==> src/assert_macros.svh <==
// Assertion macros used by the indexed list sequencer.
`ifndef ASSERT_MACROS_SVH
`define ASSERT_MACROS_SVH
`ifndef SYNTHESIS
// Check a property on every rising clock edge outside reset.
`define ILMF_ASSERT(lbl, clk, rst, prop) \
   lbl: assert property (@(posedge clk) disable iff (rst) prop) \
      else $error("ilmf: property violated");
// Check that a condition never holds on a rising clock edge outside reset.
`define ILMF_NEVER(lbl, clk, rst, expr) \
   lbl: assert property (@(posedge clk) disable iff (rst) !(expr)) \
      else $error("ilmf: forbidden condition seen");
`else
`define ILMF_ASSERT(lbl, clk, rst, prop)
`define ILMF_NEVER(lbl, clk, rst, expr)
`endif
`endif

==> src/ilmf_pkg.sv <==
// Types, command and status codes shared by the indexed list modules.
`default_nettype none
package ilmf_pkg;
   localparam int unsigned CMD_W     = 4;
   localparam int unsigned IDX_W     = 7;
   localparam int unsigned CNT_W     = 31;
   localparam int unsigned HDL_W     = 32;
   localparam int unsigned LEN_W     = 16;
   localparam int unsigned ST_W      = 3;
   localparam int unsigned OIDX_W    = 6;

   localparam int unsigned DEPTH_DEFAULT = 64;
   localparam logic [LEN_W-1:0] MAX_LEN_RESET = 16'd100;

   localparam logic [CMD_W-1:0] CMD_APPEND    = 4'd0;
   localparam logic [CMD_W-1:0] CMD_INSERT    = 4'd1;
   localparam logic [CMD_W-1:0] CMD_REMOVE    = 4'd2;
   localparam logic [CMD_W-1:0] CMD_READ      = 4'd3;
   localparam logic [CMD_W-1:0] CMD_SET_COUNT = 4'd4;
   localparam logic [CMD_W-1:0] CMD_SET_TEXT  = 4'd5;
   localparam logic [CMD_W-1:0] CMD_MAX       = 4'd6;
   localparam logic [CMD_W-1:0] CMD_FILTER    = 4'd7;
   localparam logic [CMD_W-1:0] CMD_COUNT     = 4'd8;

   localparam logic [ST_W-1:0] ST_OK      = 3'd0;
   localparam logic [ST_W-1:0] ST_NEG     = 3'd1;
   localparam logic [ST_W-1:0] ST_LONG    = 3'd2;
   localparam logic [ST_W-1:0] ST_BAD_IDX = 3'd3;
   localparam logic [ST_W-1:0] ST_EMPTY   = 3'd4;
   localparam logic [ST_W-1:0] ST_FULL    = 3'd5;

   typedef struct packed {
      logic [CMD_W-1:0]        command;
      logic [IDX_W-1:0]        index;
      logic signed [CNT_W:0]   count_value;
      logic [HDL_W-1:0]        text_handle;
      logic [LEN_W-1:0]        text_length;
   } req_type;

   typedef struct packed {
      logic [ST_W-1:0]   status;
      logic [OIDX_W-1:0] entry_index;
      logic [CNT_W-1:0]  entry_count_value;
      logic [HDL_W-1:0]  entry_text_handle;
      logic [IDX_W-1:0]  table_size;
      logic              match_valid;
      logic              last;
   } rsp_type;

   typedef struct packed {
      logic             we_count;
      logic             we_handle;
      logic [CNT_W-1:0] count;
      logic [HDL_W-1:0] handle;
   } mem_wr_type;
endpackage
`default_nettype wire

==> src/indexed_list_with_max_and_filter.sv <==
// Top level of the indexed list: text length register, sequencer and entry memory.
// An item that is rejected or touches no entry passes from the idle state through
// the reply state into the result register; an item that walks entries first reads
// them through the registered read port, one read per cycle while no filter match
// is held back (insert, remove, max and filter walk the table; an append reads none);
// a stalled result channel holds the reply, and a new item is taken only when idle.
// Reset: entry count cleared, text length limit set to 100, memory left unwritten.
`default_nettype none
module indexed_list_with_max_and_filter
   import ilmf_pkg::*;
#(
   parameter int unsigned DEPTH = DEPTH_DEFAULT
) (
   input  wire logic             clock,
   input  wire logic             reset,
   input  wire logic             req_valid,
   output logic                  req_ready,
   input  wire req_type          req_item,
   output logic                  rsp_valid,
   input  wire logic             rsp_ready,
   output rsp_type               rsp_item,
   input  wire logic             csr_valid,
   output logic                  csr_ready,
   input  wire logic [LEN_W-1:0] csr_data
);
   localparam int unsigned AW = (DEPTH > 1) ? $clog2(DEPTH) : 1;

   logic [LEN_W-1:0] max_len_ff, max_len_in;
   logic             rd_en;
   logic [AW-1:0]    rd_addr;
   logic [CNT_W-1:0] rd_count;
   logic [HDL_W-1:0] rd_handle;
   logic [AW-1:0]    wr_addr;
   mem_wr_type       wr;

   // text length limit register, always ready
   assign csr_ready  = 1'b1;
   assign max_len_in = (csr_valid && csr_ready) ? csr_data : max_len_ff;

   always_ff @(posedge clock) begin
      if (reset) begin
         max_len_ff <= MAX_LEN_RESET;
      end else begin
         max_len_ff <= max_len_in;
      end
   end

   ilmf_ctrl #(
      .DEPTH (DEPTH),
      .AW    (AW)
   ) u_ctrl (
      .clock     (clock),
      .reset     (reset),
      .max_len   (max_len_ff),
      .req_valid (req_valid),
      .req_ready (req_ready),
      .req_item  (req_item),
      .rsp_valid (rsp_valid),
      .rsp_ready (rsp_ready),
      .rsp_item  (rsp_item),
      .rd_en     (rd_en),
      .rd_addr   (rd_addr),
      .rd_count  (rd_count),
      .rd_handle (rd_handle),
      .wr_addr   (wr_addr),
      .wr        (wr)
   );

   ilmf_store #(
      .DEPTH (DEPTH),
      .AW    (AW)
   ) u_store (
      .clock     (clock),
      .rd_en     (rd_en),
      .rd_addr   (rd_addr),
      .rd_count  (rd_count),
      .rd_handle (rd_handle),
      .wr_addr   (wr_addr),
      .wr        (wr)
   );
endmodule
`default_nettype wire

==> src/ilmf_store.sv <==
// Entry memory: counts and handles, one write port and one registered read port.
`default_nettype none
module ilmf_store
   import ilmf_pkg::*;
#(
   parameter int unsigned DEPTH = DEPTH_DEFAULT,
   parameter int unsigned AW    = 6
) (
   input  wire logic             clock,
   input  wire logic             rd_en,
   input  wire logic [AW-1:0]    rd_addr,
   output logic      [CNT_W-1:0] rd_count,
   output logic      [HDL_W-1:0] rd_handle,
   input  wire logic [AW-1:0]    wr_addr,
   input  wire mem_wr_type       wr
);
   logic [CNT_W-1:0] count_mem  [DEPTH];
   logic [HDL_W-1:0] handle_mem [DEPTH];
   logic [CNT_W-1:0] rd_count_ff;
   logic [HDL_W-1:0] rd_handle_ff;

   // write the selected fields of one entry
   always_ff @(posedge clock) begin
      if (wr.we_count) begin
         count_mem[wr_addr] <= wr.count;
      end
      if (wr.we_handle) begin
         handle_mem[wr_addr] <= wr.handle;
      end
   end

   // read one entry, hold the data until the next read
   always_ff @(posedge clock) begin
      if (rd_en) begin
         rd_count_ff  <= count_mem[rd_addr];
         rd_handle_ff <= handle_mem[rd_addr];
      end
   end

   assign rd_count  = rd_count_ff;
   assign rd_handle = rd_handle_ff;
endmodule
`default_nettype wire

==> src/ilmf_ctrl.sv <==
// Command sequencer: decode, walk the entry memory, build and hold result items.
`default_nettype none
`include "assert_macros.svh"
module ilmf_ctrl
   import ilmf_pkg::*;
#(
   parameter int unsigned DEPTH = DEPTH_DEFAULT,
   parameter int unsigned AW    = 6
) (
   input  wire logic             clock,
   input  wire logic             reset,
   input  wire logic [LEN_W-1:0] max_len,
   input  wire logic             req_valid,
   output logic                  req_ready,
   input  wire req_type          req_item,
   output logic                  rsp_valid,
   input  wire logic             rsp_ready,
   output rsp_type               rsp_item,
   output logic                  rd_en,
   output logic      [AW-1:0]    rd_addr,
   input  wire logic [CNT_W-1:0] rd_count,
   input  wire logic [HDL_W-1:0] rd_handle,
   output logic      [AW-1:0]    wr_addr,
   output mem_wr_type            wr
);
   typedef enum logic [2:0] {
      S_IDLE  = 3'b001,
      S_WALK  = 3'b010,
      S_REPLY = 3'b100
   } state_type;

   localparam logic [IDX_W-1:0] DEPTH_N = IDX_W'(DEPTH);

   state_type        state_ff, state_in;
   logic [CMD_W-1:0] cmd_ff, cmd_in;
   logic [IDX_W-1:0] idx_ff, idx_in;
   logic [CNT_W-1:0] val_ff, val_in;
   logic [HDL_W-1:0] hdl_ff, hdl_in;
   logic [IDX_W-1:0] held_ff, held_in;
   logic [IDX_W-1:0] ptr_ff, ptr_in;
   logic [IDX_W-1:0] rem_ff, rem_in;
   logic             dv_ff, dv_in;
   logic [AW-1:0]    raddr_ff, raddr_in;
   rsp_type          res_ff, res_in;
   logic             rsp_valid_ff, rsp_valid_in;
   rsp_type          rsp_ff, rsp_in;

   logic             acc;
   logic             neg;
   logic             too_long;
   logic [ST_W-1:0]  acc_status;
   logic             acc_walk;
   logic             acc_ins;
   logic [IDX_W-1:0] acc_idx;
   logic [IDX_W-1:0] acc_ptr;
   logic [IDX_W-1:0] acc_rem;
   logic [IDX_W-1:0] acc_held;
   logic             walking;
   logic             down;
   logic             is_ins;
   logic             is_match;
   logic             need_push;
   logic             out_free;
   logic             consume;
   logic             issue;
   logic             capture;
   logic             shift_we;
   logic             walk_done;
   logic             out_push;
   rsp_type          cap;

   assign req_ready = (state_ff == S_IDLE);
   assign acc       = req_valid && req_ready;
   assign neg       = req_item.count_value[CNT_W];
   assign too_long  = req_item.text_length > max_len;

   // check the command against the table and plan its walk
   always_comb begin
      acc_status = ST_OK;
      acc_walk   = 1'b0;
      acc_ins    = 1'b0;
      acc_idx    = req_item.index;
      acc_ptr    = '0;
      acc_rem    = '0;
      acc_held   = held_ff;
      case (req_item.command)
         CMD_APPEND, CMD_INSERT: begin
            if ((req_item.command == CMD_INSERT) && (req_item.index > held_ff)) begin
               acc_status = ST_BAD_IDX;
            end else if (neg) begin
               acc_status = ST_NEG;
            end else if (too_long) begin
               acc_status = ST_LONG;
            end else if (held_ff >= DEPTH_N) begin
               acc_status = ST_FULL;
            end else begin
               acc_walk = 1'b1;
               acc_ins  = 1'b1;
               if (req_item.command == CMD_APPEND) begin
                  acc_idx = held_ff;
               end
               acc_rem  = held_ff - acc_idx;
               acc_ptr  = held_ff - 7'd1;
               acc_held = held_ff + 7'd1;
            end
         end
         CMD_REMOVE: begin
            if (held_ff == '0) begin
               acc_status = ST_EMPTY;
            end else if (req_item.index >= held_ff) begin
               acc_status = ST_BAD_IDX;
            end else begin
               acc_walk = 1'b1;
               acc_ptr  = req_item.index;
               acc_rem  = held_ff - req_item.index;
               acc_held = held_ff - 7'd1;
            end
         end
         CMD_READ: begin
            if (req_item.index >= held_ff) begin
               acc_status = ST_BAD_IDX;
            end else begin
               acc_walk = 1'b1;
               acc_ptr  = req_item.index;
               acc_rem  = 7'd1;
            end
         end
         CMD_SET_COUNT: begin
            if (req_item.index >= held_ff) begin
               acc_status = ST_BAD_IDX;
            end else if (neg) begin
               acc_status = ST_NEG;
            end else begin
               acc_walk = 1'b1;
               acc_ptr  = req_item.index;
               acc_rem  = 7'd1;
            end
         end
         CMD_SET_TEXT: begin
            if (req_item.index >= held_ff) begin
               acc_status = ST_BAD_IDX;
            end else if (too_long) begin
               acc_status = ST_LONG;
            end else begin
               acc_walk = 1'b1;
               acc_ptr  = req_item.index;
               acc_rem  = 7'd1;
            end
         end
         CMD_MAX: begin
            if (held_ff == '0) begin
               acc_status = ST_EMPTY;
            end else begin
               acc_walk = 1'b1;
               acc_rem  = held_ff;
            end
         end
         CMD_FILTER: begin
            if (neg) begin
               acc_status = ST_NEG;
            end else begin
               acc_walk = 1'b1;
               acc_rem  = held_ff;
            end
         end
         default: begin
            acc_status = ST_OK;
         end
      endcase
   end

   // walk control: one read a cycle, stall while a filter match cannot leave
   assign walking   = (state_ff == S_WALK);
   assign is_ins    = (cmd_ff == CMD_APPEND) || (cmd_ff == CMD_INSERT);
   assign down      = is_ins;
   assign is_match  = rd_count > val_ff;
   assign out_free  = !rsp_valid_ff || rsp_ready;
   assign need_push = dv_ff && (cmd_ff == CMD_FILTER) && is_match && res_ff.match_valid;
   assign consume   = dv_ff && !(need_push && !out_free);
   assign issue     = walking && (rem_ff != '0) && !(dv_ff && !consume);
   assign walk_done = walking && (rem_ff == '0) && !dv_ff;
   assign shift_we  = consume && (is_ins ||
                      ((cmd_ff == CMD_REMOVE) && (raddr_ff != idx_ff[AW-1:0])));

   assign rd_en   = issue;
   assign rd_addr = ptr_ff[AW-1:0];

   // decide whether the arriving entry becomes the reported one
   always_comb begin
      capture = 1'b0;
      case (cmd_ff)
         CMD_READ, CMD_SET_COUNT, CMD_SET_TEXT: begin
            capture = consume;
         end
         CMD_REMOVE: begin
            capture = consume && (raddr_ff == idx_ff[AW-1:0]);
         end
         CMD_MAX: begin
            capture = consume && ((raddr_ff == '0) ||
                                  (rd_count > res_ff.entry_count_value));
         end
         CMD_FILTER: begin
            capture = consume && is_match;
         end
         default: begin
            capture = 1'b0;
         end
      endcase
   end

   // merge read data with the fields this command replaces
   always_comb begin
      cap                   = '0;
      cap.status            = ST_OK;
      cap.entry_index       = OIDX_W'(raddr_ff);
      cap.entry_count_value = (cmd_ff == CMD_SET_COUNT) ? val_ff : rd_count;
      cap.entry_text_handle = (cmd_ff == CMD_SET_TEXT) ? hdl_ff : rd_handle;
      cap.match_valid       = cmd_ff inside {CMD_READ, CMD_MAX, CMD_FILTER};
   end

   // memory writes: shift during the walk, the new fields once it ends
   always_comb begin
      wr      = '0;
      wr_addr = idx_ff[AW-1:0];
      if (shift_we) begin
         wr_addr      = down ? (raddr_ff + AW'(1)) : (raddr_ff - AW'(1));
         wr.we_count  = 1'b1;
         wr.we_handle = 1'b1;
         wr.count     = rd_count;
         wr.handle    = rd_handle;
      end else if (walk_done) begin
         wr.we_count  = is_ins || (cmd_ff == CMD_SET_COUNT);
         wr.we_handle = is_ins || (cmd_ff == CMD_SET_TEXT);
         wr.count     = val_ff;
         wr.handle    = hdl_ff;
      end
   end

   // next state of the sequencer
   always_comb begin
      state_in = state_ff;
      case (state_ff)
         S_IDLE: begin
            if (acc) begin
               state_in = acc_walk ? S_WALK : S_REPLY;
            end
         end
         S_WALK: begin
            if (walk_done) begin
               state_in = S_REPLY;
            end
         end
         S_REPLY: begin
            if (out_free) begin
               state_in = S_IDLE;
            end
         end
         default: begin
            state_in = S_IDLE;
         end
      endcase
   end

   // latch the command, advance the walk, hold the reported entry
   always_comb begin
      cmd_in   = cmd_ff;
      idx_in   = idx_ff;
      val_in   = val_ff;
      hdl_in   = hdl_ff;
      held_in  = held_ff;
      ptr_in   = ptr_ff;
      rem_in   = rem_ff;
      raddr_in = raddr_ff;
      res_in   = res_ff;
      dv_in    = issue ? 1'b1 : (consume ? 1'b0 : dv_ff);
      if (acc) begin
         cmd_in  = req_item.command;
         idx_in  = acc_idx;
         val_in  = req_item.count_value[CNT_W-1:0];
         hdl_in  = req_item.text_handle;
         held_in = acc_held;
         ptr_in  = acc_ptr;
         rem_in  = acc_rem;
         res_in  = '0;
         res_in.status = acc_status;
         if (acc_ins) begin
            res_in.entry_index       = OIDX_W'(acc_idx);
            res_in.entry_count_value = req_item.count_value[CNT_W-1:0];
            res_in.entry_text_handle = req_item.text_handle;
         end
      end
      if (issue) begin
         ptr_in   = down ? (ptr_ff - 7'd1) : (ptr_ff + 7'd1);
         rem_in   = rem_ff - 7'd1;
         raddr_in = ptr_ff[AW-1:0];
      end
      if (capture) begin
         res_in = cap;
      end
   end

   // output register: a filter match mid-walk or the closing item
   assign out_push = (need_push && consume) || ((state_ff == S_REPLY) && out_free);

   always_comb begin
      rsp_in       = rsp_ff;
      rsp_valid_in = rsp_ready ? 1'b0 : rsp_valid_ff;
      if (out_push) begin
         rsp_in            = res_ff;
         rsp_in.table_size = held_ff;
         rsp_in.last       = (state_ff == S_REPLY);
         rsp_valid_in      = 1'b1;
      end
   end

   assign rsp_valid = rsp_valid_ff;
   assign rsp_item  = rsp_ff;

   // control state
   always_ff @(posedge clock) begin
      if (reset) begin
         state_ff     <= S_IDLE;
         held_ff      <= '0;
         dv_ff        <= 1'b0;
         rem_ff       <= '0;
         rsp_valid_ff <= 1'b0;
      end else begin
         state_ff     <= state_in;
         held_ff      <= held_in;
         dv_ff        <= dv_in;
         rem_ff       <= rem_in;
         rsp_valid_ff <= rsp_valid_in;
      end
   end

   // payload state
   always_ff @(posedge clock) begin
      cmd_ff   <= cmd_in;
      idx_ff   <= idx_in;
      val_ff   <= val_in;
      hdl_ff   <= hdl_in;
      ptr_ff   <= ptr_in;
      raddr_ff <= raddr_in;
      res_ff   <= res_in;
      rsp_ff   <= rsp_in;
   end

   `ILMF_NEVER(a_held_bound, clock, reset, held_ff > DEPTH_N)
   `ILMF_ASSERT(a_held_stable, clock, reset, (state_ff != S_IDLE) |=> (held_ff == $past(held_ff)))
   `ILMF_NEVER(a_push_blocked, clock, reset, out_push && rsp_valid_ff && !rsp_ready)
   `ILMF_NEVER(a_read_outside_walk, clock, reset, dv_ff && (state_ff != S_WALK))
endmodule
`default_nettype wire

==> config.mk <==
export PLATFORM = sky130hd
export DESIGN_NAME = indexed_list_with_max_and_filter
export DESIGN_NICKNAME = d
export VERILOG_FILES = /design/src/ilmf_pkg.sv /design/src/indexed_list_with_max_and_filter.sv /design/src/ilmf_store.sv /design/src/ilmf_ctrl.sv
export VERILOG_INCLUDE_DIRS = /design/src /design/src/src
export SDC_FILE = /design/constraint.sdc
export NUM_CORES = 2
export LEC_CHECK = 0
export BUFFER_PORTS_ARGS = -buffer_cell sky130_fd_sc_hd__buf_2
export CAP_MARGIN = 5
export CORE_MARGIN = 2
export CORE_UTILIZATION = 50
export DETAILED_ROUTE_END_ITERATION = 10
export PLACE_DENSITY = 0.68
export SLEW_MARGIN = 20
export SYNTH_ARGS = -nofsm -noshare
export SYNTH_HDL_FRONTEND = slang
export SYNTH_SLANG_ARGS = --single-unit
==> constraint.sdc <==
create_clock -name clock -period 5.7 [get_ports clock]
set_input_delay 0.285 -clock clock [delete_from_list [all_inputs] [get_ports clock]]
set_output_delay 0.285 -clock clock [all_outputs]
set_load 0.02 [all_outputs]
; Word-level counts from Yosys, hierarchy flattened
; Memories as Yosys holds them, arrays and structs flattened. A register that Yosys moved wholly into a read port is not among the register bits.
; Index checks and enable logic that the tools add are counted.
[word_totals]
ff_bits = 275
mem_bits_rw = 4032
in_bits = 112
out_inout_bits = 84
elab_cells = 213
mem_count = 2
[op_classes]
add_sub_neg = 9
magnitude_cmp = 6
eq_ne = 28
n_mux = 96
n_reduce_logical = 48
[mem_list]
columns = memory, depth, word_bits, read_ports, rd_ports_with_merged_regs, wr, line
row1 = u_store.handle_mem, 64, 32, 1, 1, 1, ilmf_store.sv:18  ; logic [HDL_W-1:0] handle_mem [DEPTH];
row2 = u_store.count_mem, 64, 31, 1, 1, 1, ilmf_store.sv:17  ; logic [CNT_W-1:0] count_mem [DEPTH];
[ops]
columns = operator, n
row1 = $mux W7, 37
row2 = $mux W78, 2
row3 = $mux W65, 2
row4 = $mux W69, 1
row5 = $gt A31 B31 Y1, 2
row6 = $pmux W7 S7, 1
row7 = $mux W6, 7
row8 = $mux W3, 12
row9 = $pmux W7 S5, 1
row10 = $eq A4 B3 Y1 const B, 8
row11 = $mux W32, 1
row12 = $mux W31, 1
row13 = $mux W1, 24
row14 = $pmux W3 S7, 1
row15 = $sub A7 B1 Y7 const B, 3
row16 = $logic_and A1 B1 Y1, 19
row17 = $eq A4 B2 Y1 const B, 4
row18 = $gt A16 B16 Y1, 1
row19 = $ne A2 B2 Y1 const B, 8
row20 = $add A7 B1 Y7 const B, 2
row21 = $logic_not A7 Y1, 2
row22 = $pmux W7 S2, 1
row23 = $sub A7 B7 Y7, 2
row24 = $reduce_bool A2 Y1, 5
row25 = 26 further kinds, 40

; Depth between registers and ports, before layout
[logic_depth]
depth_word = 15
ltp_mapped = 14
ltp_nobuf = 13

; Cells and area by module
; A second synthesis with hierarchy kept.
[hier_totals]
hier_cells = 8086
area_unflattened_um2 = 170049.3
[modules_own_cells]
columns = module, instances, cells_per_inst, area_each_um2, seq_area_each_um2
row1 = ilmf_store, 1, 6757, 155031.2, 122967.9
row2 = ilmf_ctrl, 1, 1275, 14421.3, 7527.2
row3 = indexed_list_with_max_and_filter, 1, 54, 596.8, 320.3

; Worst setup path before layout
; No wires, ideal clock.
[synth_timing]
path_kind = reg2reg
startpoint = reg u_store.rd_count_ff[22] (netlist: u_store.rd_count[22]), read port of u_store.count_mem
endpoint = reg u_ctrl.rsp_ff (netlist bit u_ctrl.rsp_item[0]), enable pin
setup_ps = 521
arrival_ps = 5215
required_time_ps = 5179
setup_slack_ps = -36
path_stages_with_launch = 9
n_path_buf = 0
synth_period_minus_slack_ps = 5736
cell_sequence = edfxtp_1 -> ha_1 -> and4_1 -> and4bb_1 -> a31oi_1 -> and2_1 -> a22o_1 -> a21oi_1 -> nor2_1
[synth_via]
elab_chain_cells = 8
[synth_rtl]
columns = item, line
row1 = start: declaration, ilmf_store.sv:19  ; logic [CNT_W-1:0] rd_count_ff;
row2 = $gt A31 B31 Y1 (*), ilmf_ctrl.sv:176  ; assign is_match = rd_count > val_ff;
row3 = $logic_and A1 B1 Y1 (*) (2 in a row), ilmf_ctrl.sv:178  ; assign need_push = dv_ff && (cmd_ff == CMD_FILTER) && is_match && res_ff.match_valid;
row4 = $logic_and A1 B1 Y1, ilmf_ctrl.sv:179  ; assign consume = dv_ff && !(need_push && !out_free);
row5 = $logic_not A1 Y1, ilmf_ctrl.sv:179
row6 = $logic_and A1 B1 Y1, ilmf_ctrl.sv:179
row7 = $logic_and A1 B1 Y1 (*), ilmf_ctrl.sv:303  ; assign out_push = (need_push && consume) || ((state_ff == S_REPLY) && out_free);
row8 = $logic_or A1 B1 Y1 (*), ilmf_ctrl.sv:303
row9 = named net u_ctrl.out_push, ilmf_ctrl.sv:69  ; logic out_push;
row10 = end signal: assignment, ilmf_ctrl.sv:345  ; rsp_ff <= rsp_in;
row11 = end: declaration, ilmf_ctrl.sv:46  ; rsp_type rsp_ff, rsp_in;
; The timed path passes the listed nets; every way through them passes the cells marked *.
; A chain may end at the register's enable or synchronous reset.

; Final worst setup path
[layout_timing]
startpoint = reg u_ctrl.cmd_ff[2]
endpoint = mem u_store.handle_mem[12][17], enable pin
[layout_via]
elab_chain_cells = 11
word_cells_on_any_way = 22
classes_between = 4 x eq/ne / 6 x mux / 12 x reduce/logical
[layout_rtl]
columns = item, line
row1 = start: declaration, ilmf_ctrl.sv:35  ; logic [CMD_W-1:0] cmd_ff, cmd_in;
row2 = start signal: assignment, ilmf_ctrl.sv:338  ; cmd_ff <= cmd_in;
row3 = $eq A4 B3 Y1, ilmf_ctrl.sv:178
row4 = $logic_and A1 B1 Y1 (3 in a row), ilmf_ctrl.sv:178
row5 = $logic_and A1 B1 Y1, ilmf_ctrl.sv:179
row6 = $logic_not A1 Y1, ilmf_ctrl.sv:179
row7 = $logic_and A1 B1 Y1, ilmf_ctrl.sv:179
row8 = $logic_and A1 B1 Y1, ilmf_ctrl.sv:182  ; assign shift_we = consume && (is_ins ||
row9 = $mux W65, ilmf_ctrl.sv:225  ; if (shift_we) begin
row10 = $mux W1, ilmf_store.sv:27  ; if (wr.we_handle) begin
row11 = $mux W1 (not written as such), ilmf_store.sv:28  ; handle_mem[wr_addr] <= wr.handle;
row12 = end: declaration, ilmf_store.sv:18
; Several ways; a longest one is shown, not always the timed one.

==> impl_metrics.csv <==
group,metric,value,unit
run_status,outcome,"finished clean",
pwr,powerDensity,333,mW/mm²
drt,wl_per_cell,31.5,µm
hold_path,hold_depth,2,
yosys,synth_flop_cell,"edfxtp_1",
hold_path,hold_path.class,"primary input to flip-flop",
yosys,synthTopCellsByArea,"edfxtp_1 (77%), mux4_2 (18%), ha_1 (0.77%)",
run,maxCapViolCount,0,
finish,final_cell_mix,"edfxtp_1 (4331), mux4_2 (1323), clkbuf_16 (419)",
sta,rsz0062_at_grt,"false",
yosys,yosys_warnings,0,
global_routing,antenna_found_initial,32,
finish,final_common_cell,"edfxtp_1",
setup_path,cp.required,6.31,ns
setup_path,path_max_fanout,16,
setup_path,r2r-start,"u_ctrl.cmd_ff[2]",
sta,finalSetupTns,0,ns
setup_path,crit_start,"u_ctrl.cmd_ff[2]",
sta,max_slew.worst_pin.slew,1.19,ns
placed_design,post_dp_cell_area,0.179,mm²
setup_path,rrSetupSlack,0.69,ns
finish,nets,8017,
clocking,htree_levels,5,
clocking,root_buffer,"clkbuf_16",
pwr,leakagePower,69.2,nW
clocking,clkLatencyLatePin,0.93,ns
clocking,cts.sinks,4369,
finish,drive_gt1_frac,0.320,
setup_path,worstRegToRegCells,11,
global_routing,grt_pass1_vias,79606,
sta,skew,0.0347,ns
floorplan,rows,213,
yosys,synth_area,0.170,mm²
hold_path,hp-start,"req_item[73]",
sta,drv_slew,0,
clocking,clk_pin_slew,0.07,ns
drt,via_per_inst,6.34,
clocking,cts.path.max_buffers,4,
global_routing,grt_start_max_net_pins,116,
setup_path,crit_type,"flip-flop to flip-flop",
floorplan,design.die.area,0.344,mm²
yosys,syn_area_per_cell,23.7,µm²
yosys,synth_nets,7374,
floorplan,core-area,0.337,mm²
yosys,synth-edff-count,4331,
setup_path,startpoint_type,"flip-flop",
finish,area_delta_synth_final,14.2,%
pwr,ir_drop,266,µV
drt,drtIter0Drc,10748,
sta,setup_viol_count_final,0,
yosys,synth-seq-area-share,0.771,
drt,post-route-drc-count,0,
sta,slew_headroom,0.209,
placed_design,gp_congestion,0.856,
sta,period_needed,5.01,ns
finish,final_cells,12636,
sta,fin_worst_hold_slack,0.100,ns
drt,via_count,80139,
placed_design,port-buffer-count,194,
global_routing,grtUsageTotal,0.231,
setup_path,crit_arrival,5.62,ns
yosys,ys_async_sr_fraction,0,
yosys,synth_top_area_cell,"edfxtp_1",
yosys,synth_top_area_frac,0.767,
setup_path,critPathCaptureType,"flip-flop",
floorplan,start_util,0.503,
global_routing,grt_pass1_wl,572,mm
finish,fin_area,0.194,mm²
yosys,synth_cells,7154,
drt,drt_pass1_iterations,7,
sta,fmax,200,MHz
clocking,cts_resized,0,
floorplan,chipHeight,586,µm
floorplan,dieWidth,586,µm
drt,ant_nets,0,
floorplan,io_pins,196,
placed_design,post-dp-hpwl,237,mm
yosys,ys_types,83,
yosys,ys_ff_latch,4369,
placed_design,dp_cells,11765,
sta,final_hold_viol_count,0,
drt,routed_wl,398,mm
clocking,cts_buffers,413,
sta,post-route-period-util,0.879,
clocking,postCtsSetupBuffers,0,
global_routing,grt-ovfl-total,0,
clocking,cts_tree,"built",
## routing by layer
metal / vias up / global-route usage / part of all wire
li1: 32101 / - / -
met1: 43215 / 0.355 / 0.41
met2: 4340 / 0.346 / 0.46
met3: 481 / 0.0469 / 0.11
met4: 2 / 0.0475 / 0.019
met5: - / 0 / 0.000033
## state kept, by name (all words and copies together) (netlist names), 4 cells and up
| name | flops |
|---|---|
| u_ctrl.idx_ff | 6 |
| u_store.count_mem | 1984 |
| u_ctrl.rsp_item | 81 |
| u_ctrl.ptr_ff | 6 |
| u_ctrl.rem_ff | 7 |
| u_ctrl.val_ff | 31 |
| u_store.rd_handle | 32 |
| u_store.rd_count | 31 |
| u_store.handle_mem | 2048 |
| max_len_ff | 16 |
| u_ctrl.held_ff | 7 |
| u_ctrl.raddr_ff | 6 |
| u_ctrl.cmd_ff | 4 |
| u_ctrl.res_ff | 73 |
| u_ctrl.hdl_ff | 32 |
## cell families (layout without fill, tap and decap cells)
kind of cell	Yosys count	after routing	synth area share
compound gates	353	353	0.0157
mux	1407	1407	0.181
simple gates	399	399	0.0110
other cells	1	6	0.0000221
fa+ha+maj	108	108	0.00814
xor+xnor	34	34	0.00176
buf+inv	483	1445	0.0116
flops	4369	4369	0.771
## repair_timing
| item | 4_1_cts | 5_1_grt |
|---|---|---|
| hold endpoints to repair | 192 | 0 |
| setup endpoints to repair | 0 | 0 |
| hold buffers | 127 | 0 |
## synthesized netlist by cell type (31+ instances only)
cell	number
clkbuf_1	200
ha_1	104
nor2_1	187
buf_2	127
mux4_2	1323
o2bb2ai_1	64
o21ai_0	31
buf_1	41
edfxtp_1	4331
mux2i_1	82
a21oi_1	64
dfxtp_1	38
a22o_1	64
inv_1	112
nand2_1	78
## cell type report
cell class / count / area [µm²]
well taps: 4515 / 5650
fillers: 23488 / 143000
clock buffers: 489 / 10800
diodes: 5 / 12.5
clock inverters: 245 / 2690
inverters: 114 / 433
repair buffers: 597 / 5070
flip-flops and latches: 4369 / 131000
multi-input cells: 2302 / 38200
## final timing paths
| kind | endpoint |
|---|---|
| setup / recovery | u_store.handle_mem[12][17] |
| setup reg to reg | u_store.handle_mem[12][17] |
| hold reg to reg | u_ctrl.rsp_item[29] |
| hold / removal | u_ctrl.val_ff[25] |
## power breakdown
part / total, mW / internal (mW) / switching, mW
combinational: 1.90 / 0.815 / 1.09
clock: 27.6 / 16.0 / 11.6
sequential: 35.0 / 34.9 / 0.0803
## through the flow
step | total power, mW | utilization | setup slack [ns]
finish | 64.5 | 0.574 | 0.691
global route | 66.2 | 0.574 | 0.436
CTS | 64.8 | 0.574 | 0.775
detailed placement | 37.5 | 0.530 | 0.782
global placement | 37.5 | 0.530 | 0.693
floorplan | 36.8 | - | 0.956
## worst max-delay path, stage by stage (launching register included)
cell	delay (ns)
edfxtp_1	0.52
nor3_2	0.34
inv_1	0.23
ha_1	0.32
a21o_1	0.18
a21oi_1	0.30
xnor2_1	0.36
nand2_1	0.20
o32ai_1	0.29
nand2_1	0.71
nor2_4	0.86
buf_4	0.34
Note: power is estimated with default switching activity, not from simulation.
